$ cat config.mk
export PLATFORM = sky130hd
export DESIGN_NAME = pes_packet_splitter_top
export DESIGN_NICKNAME = d
export VERILOG_FILES = /design/src/design/pps_pkg.sv /design/src/design/pes_packet_splitter_top.sv /design/src/design/pps_out_fifo.sv
export SDC_FILE = /design/constraint.sdc
export NUM_CORES = 1
export LEC_CHECK = 0
export ABC_AREA = 1
export BUFFER_PORTS_ARGS = -buffer_cell sky130_fd_sc_hd__buf_4
export CORE_MARGIN = 2
export CORE_UTILIZATION = 55
export DETAILED_ROUTE_END_ITERATION = 6
export GPL_TIMING_DRIVEN = 1
export HOLD_SLACK_MARGIN = 0.1
export PLACE_DENSITY = 0.75
export SYNTH_ARGS = -nofsm -noshare
export SYNTH_HDL_FRONTEND = slang
export SYNTH_HIERARCHICAL = 1
export SYNTH_SLANG_ARGS = --single-unit
export TNS_END_PERCENT = 10
$ cat constraint.sdc
create_clock -name clock -period 4.2 [get_ports clock]
set_input_delay 0.84 -clock clock [delete_from_list [all_inputs] [get_ports clock]]
set_output_delay 0.84 -clock clock [all_outputs]
set_load 0.05 [all_outputs]
$ cat src/design/pps_pkg.sv
// Shared types, register indexes and a helper function for the PES packet splitter.
// Used by pps_out_fifo, pes_packet_splitter_top and the testbench; depends on nothing else.
`default_nettype none

package pps_pkg;

   localparam int unsigned CsrIndexWidth = 2;
   localparam int unsigned CsrDataWidth  = 16;

   typedef enum logic [CsrIndexWidth-1:0] {
      CSR_SELECTED_ID = 2'd0,
      CSR_AUTO_SELECT = 2'd1,
      CSR_MAX_LENGTH  = 2'd2
   } csr_index_type;

   localparam logic [7:0]  PREFIX_END        = 8'h01;
   localparam logic [7:0]  LOWEST_VALID_ID   = 8'hBC;
   localparam logic [7:0]  RESET_SELECTED_ID = 8'hE0;
   localparam logic [15:0] RESET_MAX_LENGTH  = 16'hFFFF;
   localparam logic [2:0]  HEADER_TAIL_BEATS = 3'd5;

   localparam logic [3:0] TYPE_NONE    = 4'd0;
   localparam logic [3:0] TYPE_VIDEO   = 4'd2;
   localparam logic [3:0] TYPE_AUDIO   = 4'd4;
   localparam logic [3:0] TYPE_PRIVATE = 4'd6;
   localparam logic [3:0] TYPE_MHEG    = 4'd7;
   localparam logic [3:0] TYPE_DSMCC   = 4'd8;
   localparam logic [3:0] TYPE_H2221   = 4'd9;

   typedef struct packed {
      logic [7:0] out_byte;
      logic       first_mark;
      logic       last_mark;
      logic [7:0] packet_id;
      logic [3:0] type_guess;
   } rsp_beat_type;

   function automatic logic [3:0] type_of(input logic [7:0] id);
      logic [3:0] t;
      if (id >= 8'hC0 && id <= 8'hDF) begin
         t = TYPE_AUDIO;
      end else if (id >= 8'hE0 && id <= 8'hEF) begin
         t = TYPE_VIDEO;
      end else if (id == 8'hBD || id == 8'hBF) begin
         t = TYPE_PRIVATE;
      end else if (id == 8'hF2) begin
         t = TYPE_DSMCC;
      end else if (id >= 8'hF4 && id <= 8'hF8) begin
         t = TYPE_H2221;
      end else if (id == 8'hF3) begin
         t = TYPE_MHEG;
      end else begin
         t = TYPE_NONE;
      end
      return t;
   endfunction

endpackage

`default_nettype wire

$ cat src/design/pes_packet_splitter_top.sv
// Top level of the PES packet splitter: prefix hunt, header parse, header burst, payload pass.
// Depends on pps_pkg and pps_out_fifo.
//
// Use: raw stream bytes enter on req_* (valid/ready), one per beat. Beats of passed
// packets leave on rsp_* (valid/ready) with first/last marks, stream id and type guess.
// csr_* writes selected_id, auto_select and max_length; write only while idle.
// Results are registered in the result queue and leave on rsp in the order they were made.
// Throughput: one input beat per cycle while req_ready is high. When the last length
// byte of a passed packet is taken, it pushes the first of the six header beats; the
// header sequencer sends the other five, one per cycle while the queue has room, and
// req_ready stays low until they are out. Payload beats then pass at one per cycle
// while req_ready is high. A two-entry result queue sits before rsp, so input is still
// taken while rsp stalls; when the queue is full, req_ready drops until rsp takes a beat.
// Reset: synchronous; clears lock, queue and all parse state but len_low and hdr_last;
// loads selected_id 0xE0, auto_select 0 and max_length 0xFFFF.
`default_nettype none

module pes_packet_splitter_top (
   input  wire logic                                clock,
   input  wire logic                                reset,
   input  wire logic                                req_valid,
   output logic                                     req_ready,
   input  wire logic [7:0]                          req_data_byte,
   output logic                                     rsp_valid,
   input  wire logic                                rsp_ready,
   output logic [7:0]                               rsp_out_byte,
   output logic                                     rsp_first_mark,
   output logic                                     rsp_last_mark,
   output logic [7:0]                               rsp_packet_id,
   output logic [3:0]                               rsp_type_guess,
   input  wire logic                                csr_write,
   input  wire logic [pps_pkg::CsrIndexWidth-1:0]   csr_index,
   input  wire logic [pps_pkg::CsrDataWidth-1:0]    csr_data
);

   typedef enum logic [2:0] {
      PH_HUNT,
      PH_ID,
      PH_LENHI,
      PH_LENLO,
      PH_BODY
   } phase_type;

   phase_type   phase_ff, phase_in;
   logic [1:0]  zero_run_ff, zero_run_in;
   logic [7:0]  cur_id_ff, cur_id_in;
   logic [7:0]  len_high_ff, len_high_in;
   logic [7:0]  len_low_ff, len_low_in;
   logic [15:0] bytes_left_ff, bytes_left_in;
   logic        passing_ff, passing_in;
   logic        locked_ff, locked_in;
   logic [7:0]  locked_id_ff, locked_id_in;
   logic [2:0]  hdr_left_ff, hdr_left_in;
   logic        hdr_last_ff, hdr_last_in;

   logic [7:0]  selected_id_ff;
   logic        auto_select_ff;
   logic [15:0] max_length_ff;

   logic        fifo_free;
   logic        req_fire;
   logic        seq_push;
   logic        push_valid;
   pps_pkg::rsp_beat_type push_beat;
   pps_pkg::rsp_beat_type pop_beat;

   logic [7:0]  b;
   logic [15:0] raw_len, clamp_len, body_left;
   logic        lock_now;
   logic [7:0]  active_id;

   assign b         = req_data_byte;
   assign req_ready = (hdr_left_ff == 3'd0) && fifo_free;
   assign req_fire  = req_valid && req_ready;
   assign seq_push  = (hdr_left_ff != 3'd0) && fifo_free;
   assign raw_len   = {len_high_ff, b};
   assign clamp_len = (raw_len > max_length_ff) ? max_length_ff : raw_len;
   assign body_left = bytes_left_ff - 16'd1;
   assign lock_now  = auto_select_ff && !locked_ff;
   assign active_id = lock_now ? b : (locked_ff ? locked_id_ff : selected_id_ff);

   always_comb begin
      phase_in      = phase_ff;
      zero_run_in   = zero_run_ff;
      cur_id_in     = cur_id_ff;
      len_high_in   = len_high_ff;
      len_low_in    = len_low_ff;
      bytes_left_in = bytes_left_ff;
      passing_in    = passing_ff;
      locked_in     = locked_ff;
      locked_id_in  = locked_id_ff;
      hdr_left_in   = hdr_left_ff;
      hdr_last_in   = hdr_last_ff;
      push_valid    = 1'b0;
      push_beat.out_byte   = 8'h00;
      push_beat.first_mark = 1'b0;
      push_beat.last_mark  = 1'b0;
      push_beat.packet_id  = cur_id_ff;
      push_beat.type_guess = pps_pkg::type_of(cur_id_ff);

      if (seq_push) begin
         push_valid  = 1'b1;
         hdr_left_in = hdr_left_ff - 3'd1;
         unique case (hdr_left_ff)
            3'd5:    push_beat.out_byte = 8'h00;
            3'd4:    push_beat.out_byte = pps_pkg::PREFIX_END;
            3'd3:    push_beat.out_byte = cur_id_ff;
            3'd2:    push_beat.out_byte = len_high_ff;
            3'd1: begin
               push_beat.out_byte  = len_low_ff;
               push_beat.last_mark = hdr_last_ff;
            end
            default: push_beat.out_byte = 8'h00;
         endcase
      end else if (req_fire) begin
         unique case (phase_ff)
            PH_ID: begin
               if (b < pps_pkg::LOWEST_VALID_ID) begin
                  phase_in    = PH_HUNT;
                  zero_run_in = (b == 8'h00) ? 2'd1 : 2'd0;
               end else begin
                  cur_id_in  = b;
                  passing_in = (b == active_id);
                  phase_in   = PH_LENHI;
                  if (lock_now) begin
                     locked_in    = 1'b1;
                     locked_id_in = b;
                  end
               end
            end
            PH_LENHI: begin
               len_high_in = b;
               phase_in    = PH_LENLO;
            end
            PH_LENLO: begin
               len_low_in    = b;
               bytes_left_in = clamp_len;
               if (passing_ff) begin
                  push_valid           = 1'b1;
                  push_beat.out_byte   = 8'h00;
                  push_beat.first_mark = 1'b1;
                  hdr_left_in          = pps_pkg::HEADER_TAIL_BEATS;
                  hdr_last_in          = (clamp_len == 16'd0);
               end
               if (clamp_len == 16'd0) begin
                  phase_in    = PH_HUNT;
                  zero_run_in = 2'd0;
               end else begin
                  phase_in = PH_BODY;
               end
            end
            PH_BODY: begin
               bytes_left_in = body_left;
               if (passing_ff) begin
                  push_valid          = 1'b1;
                  push_beat.out_byte  = b;
                  push_beat.last_mark = (body_left == 16'd0);
               end
               if (body_left == 16'd0) begin
                  phase_in    = PH_HUNT;
                  zero_run_in = 2'd0;
               end
            end
            default: begin
               if (b == pps_pkg::PREFIX_END && zero_run_ff[1]) begin
                  phase_in    = PH_ID;
                  zero_run_in = 2'd0;
               end else if (b == 8'h00) begin
                  zero_run_in = zero_run_ff[1] ? 2'd2 : zero_run_ff + 2'd1;
               end else begin
                  zero_run_in = 2'd0;
               end
            end
         endcase
      end
   end

   always_ff @(posedge clock) begin
      if (reset) begin
         phase_ff      <= PH_HUNT;
         zero_run_ff   <= 2'd0;
         cur_id_ff     <= 8'h00;
         len_high_ff   <= 8'h00;
         bytes_left_ff <= 16'd0;
         passing_ff    <= 1'b0;
         locked_ff     <= 1'b0;
         locked_id_ff  <= 8'h00;
         hdr_left_ff   <= 3'd0;
      end else begin
         phase_ff      <= phase_in;
         zero_run_ff   <= zero_run_in;
         cur_id_ff     <= cur_id_in;
         len_high_ff   <= len_high_in;
         bytes_left_ff <= bytes_left_in;
         passing_ff    <= passing_in;
         locked_ff     <= locked_in;
         locked_id_ff  <= locked_id_in;
         hdr_left_ff   <= hdr_left_in;
      end
   end

   always_ff @(posedge clock) begin
      len_low_ff  <= len_low_in;
      hdr_last_ff <= hdr_last_in;
   end

   always_ff @(posedge clock) begin
      if (reset) begin
         selected_id_ff <= pps_pkg::RESET_SELECTED_ID;
         auto_select_ff <= 1'b0;
         max_length_ff  <= pps_pkg::RESET_MAX_LENGTH;
      end else if (csr_write) begin
         unique case (csr_index)
            pps_pkg::CSR_SELECTED_ID: selected_id_ff <= csr_data[7:0];
            pps_pkg::CSR_AUTO_SELECT: auto_select_ff <= csr_data[0];
            pps_pkg::CSR_MAX_LENGTH:  max_length_ff  <= csr_data;
            default: ;
         endcase
      end
   end

   pps_out_fifo u_out_fifo (
      .clock      (clock),
      .reset      (reset),
      .push_valid (push_valid),
      .push_beat  (push_beat),
      .push_free  (fifo_free),
      .pop_valid  (rsp_valid),
      .pop_ready  (rsp_ready),
      .pop_beat   (pop_beat)
   );

   assign rsp_out_byte   = pop_beat.out_byte;
   assign rsp_first_mark = pop_beat.first_mark;
   assign rsp_last_mark  = pop_beat.last_mark;
   assign rsp_packet_id  = pop_beat.packet_id;
   assign rsp_type_guess = pop_beat.type_guess;

   a_hdr_start: assert property (@(posedge clock) disable iff (reset)
      (req_fire && phase_ff == PH_LENLO && passing_ff)
         |=> (hdr_left_ff == pps_pkg::HEADER_TAIL_BEATS))
      else $error("header burst not started after length");

   a_hdr_step: assert property (@(posedge clock) disable iff (reset)
      seq_push |=> (hdr_left_ff == $past(hdr_left_ff) - 3'd1))
      else $error("header sequencer skipped a beat");

   a_body_count: assert property (@(posedge clock) disable iff (reset)
      (phase_ff == PH_BODY) |-> (bytes_left_ff != 16'd0))
      else $error("payload phase with no bytes left");

   a_lock_hold: assert property (@(posedge clock) disable iff (reset)
      locked_ff |=> (locked_ff && $stable(locked_id_ff)))
      else $error("stream lock changed after it was taken");

endmodule

`default_nettype wire

$ cat src/design/pps_out_fifo.sv
// Two-entry result queue between the packet parser and the rsp channel.
// Depends on pps_pkg for the result beat type.
`default_nettype none

module pps_out_fifo (
   input  wire logic                 clock,
   input  wire logic                 reset,
   input  wire logic                 push_valid,
   input  wire pps_pkg::rsp_beat_type push_beat,
   output logic                      push_free,
   output logic                      pop_valid,
   input  wire logic                 pop_ready,
   output pps_pkg::rsp_beat_type     pop_beat
);

   pps_pkg::rsp_beat_type entry_ff [2];
   logic       wr_ptr_ff, wr_ptr_in;
   logic       rd_ptr_ff, rd_ptr_in;
   logic [1:0] count_ff, count_in;
   logic       do_push, do_pop;

   assign push_free = (count_ff != 2'd2);
   assign pop_valid = (count_ff != 2'd0);
   assign pop_beat  = entry_ff[rd_ptr_ff];
   assign do_push   = push_valid && push_free;
   assign do_pop    = pop_valid && pop_ready;

   always_comb begin
      wr_ptr_in = do_push ? ~wr_ptr_ff : wr_ptr_ff;
      rd_ptr_in = do_pop ? ~rd_ptr_ff : rd_ptr_ff;
      count_in  = count_ff;
      if (do_push && !do_pop) begin
         count_in = count_ff + 2'd1;
      end else if (do_pop && !do_push) begin
         count_in = count_ff - 2'd1;
      end
   end

   always_ff @(posedge clock) begin
      if (reset) begin
         wr_ptr_ff <= 1'b0;
         rd_ptr_ff <= 1'b0;
         count_ff  <= 2'd0;
      end else begin
         wr_ptr_ff <= wr_ptr_in;
         rd_ptr_ff <= rd_ptr_in;
         count_ff  <= count_in;
      end
   end

   always_ff @(posedge clock) begin
      if (do_push) begin
         entry_ff[wr_ptr_ff] <= push_beat;
      end
   end

endmodule

`default_nettype wire

==> metrics.csv <==
stage;metric;value;unit
setup_path;cp.required;4.56;ns
setup_path;arrival;3.31;ns
clock_tree;clk_pin_slew;0.06;ns
synthesis;yosys-top-cells-count;nand2_1, inv_1, nor2_1;
timing;timing.fmax;0.3392;GHz
pwr;comb_power_share;0.313;
pwr;p_sw;1.628;mW
synthesis;ys_warn_count;6;
synthesis;synth_cell_types;40;
synthesis;ys_ff_latch;133;
setup_path;start_kind;register;
global_routing;antenna_found_initial;0;
synthesis;async_reset_ff_frac;0;
pwr;powerDensity;584.3;mW/mm^2
placement;pre_cts_slack;1.080;ns
synthesis;ys.flop_type;dfxtp_1;
setup_path;cp_common_cell;inv_1;
timing;tns;0;ns
clock_tree;numCtsBuffers;17;
timing;hold_ws;0.4514;ns
setup_path;critPathCaptureType;register;
global_routing;grt_overflow;0;
global_routing;grt_pass1_wl;26620;microns
floorplanning;num_rows;40;
clock_tree;post_cts_buffers;0;
placement;dp_hpwl;11720;microns
finish;diodes;0;
pwr;p_clk_frac;0.318;
global_routing;gr-usage-all-layers;0.2606;
global_routing;grt_pass1_vias;5610;
synthesis;synth.most_common_cell;nand2_1;
drt;firstDrtPassIters;5;
floorplanning;die_w;114.7;microns
finish;stdcell_count;1016;
timing;fin_crit;2.948;ns
floorplanning;die_area;0.01315;sq mm
finish;multi_input_area;0.003043;sq mm
clock_tree;clock-sinks;133;
finish;fill_cells;983;
synthesis;synth_nets;860;
placement;placed_cells;984;
global_routing;grt_max_degree;33;
floorplanning;die_y;114.7;microns
floorplanning;design.core.area;0.01196;sq mm
floorplanning;design.portCount;55;
pwr;ir_drop;239.3;uV
pwr;cellLeakagePower;3.448;nW
finish;drive_above_1_share;0.1623;
timing;maxSlewHeadroom;0.3632;
synthesis;synth_edf_count;53;
synthesis;synth_area;0.006735;sq mm
clock_tree;cts_tree;yes;
synthesis;ys_seq_area_frac;0.4741;
setup_path;crit_fanout;21;
drt;viasPerCell;5.697;
finish;nNetsFinal;912;
timing;fin_ws;1.252;ns
drt;wl_per_cell;16.24;microns
timing;worstMarginPinSlew;0.9539;ns
flow_run;drv_cap;0;
synthesis;synth_top_cell_by_area;dfxtp_1;
synthesis;syn_area_per_cell;8.377;sq um
timing;fin_crit_sh;0.7019;
pwr;p_sw_frac;0.3560;
setup_path;slowest_stage;inv_1;
clock_tree;clockBufferDepth;2;
timing;setup_viol;0;
setup_path;crit_chain;nor2_1, nand2_1, inv_1, nor2_1, inv_1, nand2_1, inv_1, o21ai_0, o21bai_1, a21oi_1;
floorplanning;initial_core_util;0.5631;
clock_tree;ctsHtreeMaxLevel;4;
timing;rsz0062_at_grt;no;
drt;drc;0;
drt;drtAntennaViolNets;0;
placement;numPortBuffers;54;
finish;seq_area;0.003193;sq mm
timing;hold_viol_final;0;
min_path;hold_path_class;reg -> reg;
synthesis;post-synth-top-area-fraction;0.2378;
synthesis;synth_cells;804;
timing;fin_skew;0.006498;ns
clock_tree;clkLatencyLatePin;0.43;ns
outcome;status;complete, no violations;
pwr;seq_power_share;0.369;
clock_tree;ctsResizeCount;0;
drt;num_vias;5788;
setup_path;path_class;reg -> reg;
clock_tree;clockRootBuffer;clkbuf_16;
pwr;total_power;4.572;mW
timing;drv_slew;0;
setup_path;max_stage_delay;0.58;ns
synthesis;synth_area_leaders;dfxtp_1, edfxtp_1, nand2_1, inv_1, ha_1;
drt;drt_wl_total;16500;microns
finish;areaGrowthSynthToFinish;16.18;%
pwr;p_int;2.944;mW
drt;drt-initial-drc-count;414;
clock_tree;postCtsHoldBufs;0;
placement;place_congestion;0.9374;
## layout by cell type, fill, tap and decap left out, types with 22 or more instances in the layout
cell type / instances
nand2_1: 150
inv_1: 92
nor2_1: 82
dfxtp_1: 80
buf_4: 59
a21oi_1: 58
o21ai_0: 56
edfxtp_1: 53
nand3_1: 40
o211ai_1: 26
ha_1: 25
mux2_2: 22
## worst max-delay path, delay by kind of cell, from the launching register on
kind | cells | cell delay (ns)
compound gates | 3 | 0.45
simple gates | 4 | 0.94
buf+inv | 3 | 1.14
flops | 1 | 0.35
## worst paths after layout
| check | endpoint | start | slack [ns] | cells after the start |
|---|---|---|---|---|
| worst max-delay path | bytes_left_ff[5] | phase_ff[1] | 1.25 | 10 |
| worst min-delay path | locked_id_ff[2] | locked_id_ff[2] | 0.45 | 2 |
| worst max register to register | bytes_left_ff[5] | phase_ff[1] | 1.25 | 10 |
| worst min register to register | locked_id_ff[2] | locked_id_ff[2] | 0.45 | 2 |
## per-stage QoR
stage               utilization  area [sq um]
global placement         0.6048          7234
finish                   0.6542          7825
detailed placement       0.6048          7234
floorplan                     -          6735
CTS                      0.6542          7825
global route             0.6542          7825
## cell families (layout without fill, tap and decap cells)
logic type / Yosys count / after routing / share of synthesized area
and+or+nand+nor: 312 / 312 / 0.1991
AOI/OAI and AO/OA: 173 / 173 / 0.1505
DFF: 133 / 133 / 0.4741
buffers and inverters: 125 / 190 / 0.07486
adders and majority gates: 25 / 25 / 0.04644
muxes: 22 / 22 / 0.03678
xor gates and xnor gates: 14 / 14 / 0.01821
## sequential cells by signal, summed over array words and instances (netlist names), 3 cells and up, named ones only
name,count
bytes_left_ff,16
cur_id_ff,8
hdr_left_ff,3
len_high_ff,8
len_low_ff,8
locked_id_ff,8
max_length_ff,16
phase_ff,3
selected_id_ff,8
u_out_fifo/entry_ff,44
## power groups by stage
stage | logic [mW] | registers, mW | clock network, mW
after global routing | 1.54 | 1.71 | 1.52
after CTS | 1.43 | 1.69 | 1.47
final | 1.43 | 1.69 | 1.45
after floorplan | 1.05 | 1.68 | 0
after detailed placement | 1.42 | 1.71 | 0
after global placement | 1.39 | 1.70 | 0
## layout make-up
class,instances,area share
Sequential cell,133,0.4081
Multi-Input combinational cell,546,0.3889
Clock buffer,21,0.06284
Timing Repair Buffer,59,0.05660
Inverter,99,0.04749
Tap cell,147,0.02350
Clock inverter,11,0.01263
## metal layers
metal  wire length [microns]  global-route usage  vias to the layer above
li1                        -                   -                     2832
met3                     913             0.04447                       54
met5                       0                   0                        -
met2                    8032              0.4422                      213
met1                    6996              0.3167                     2689
met4                     556              0.1382                        0
(Power assumes the default switching activity.)
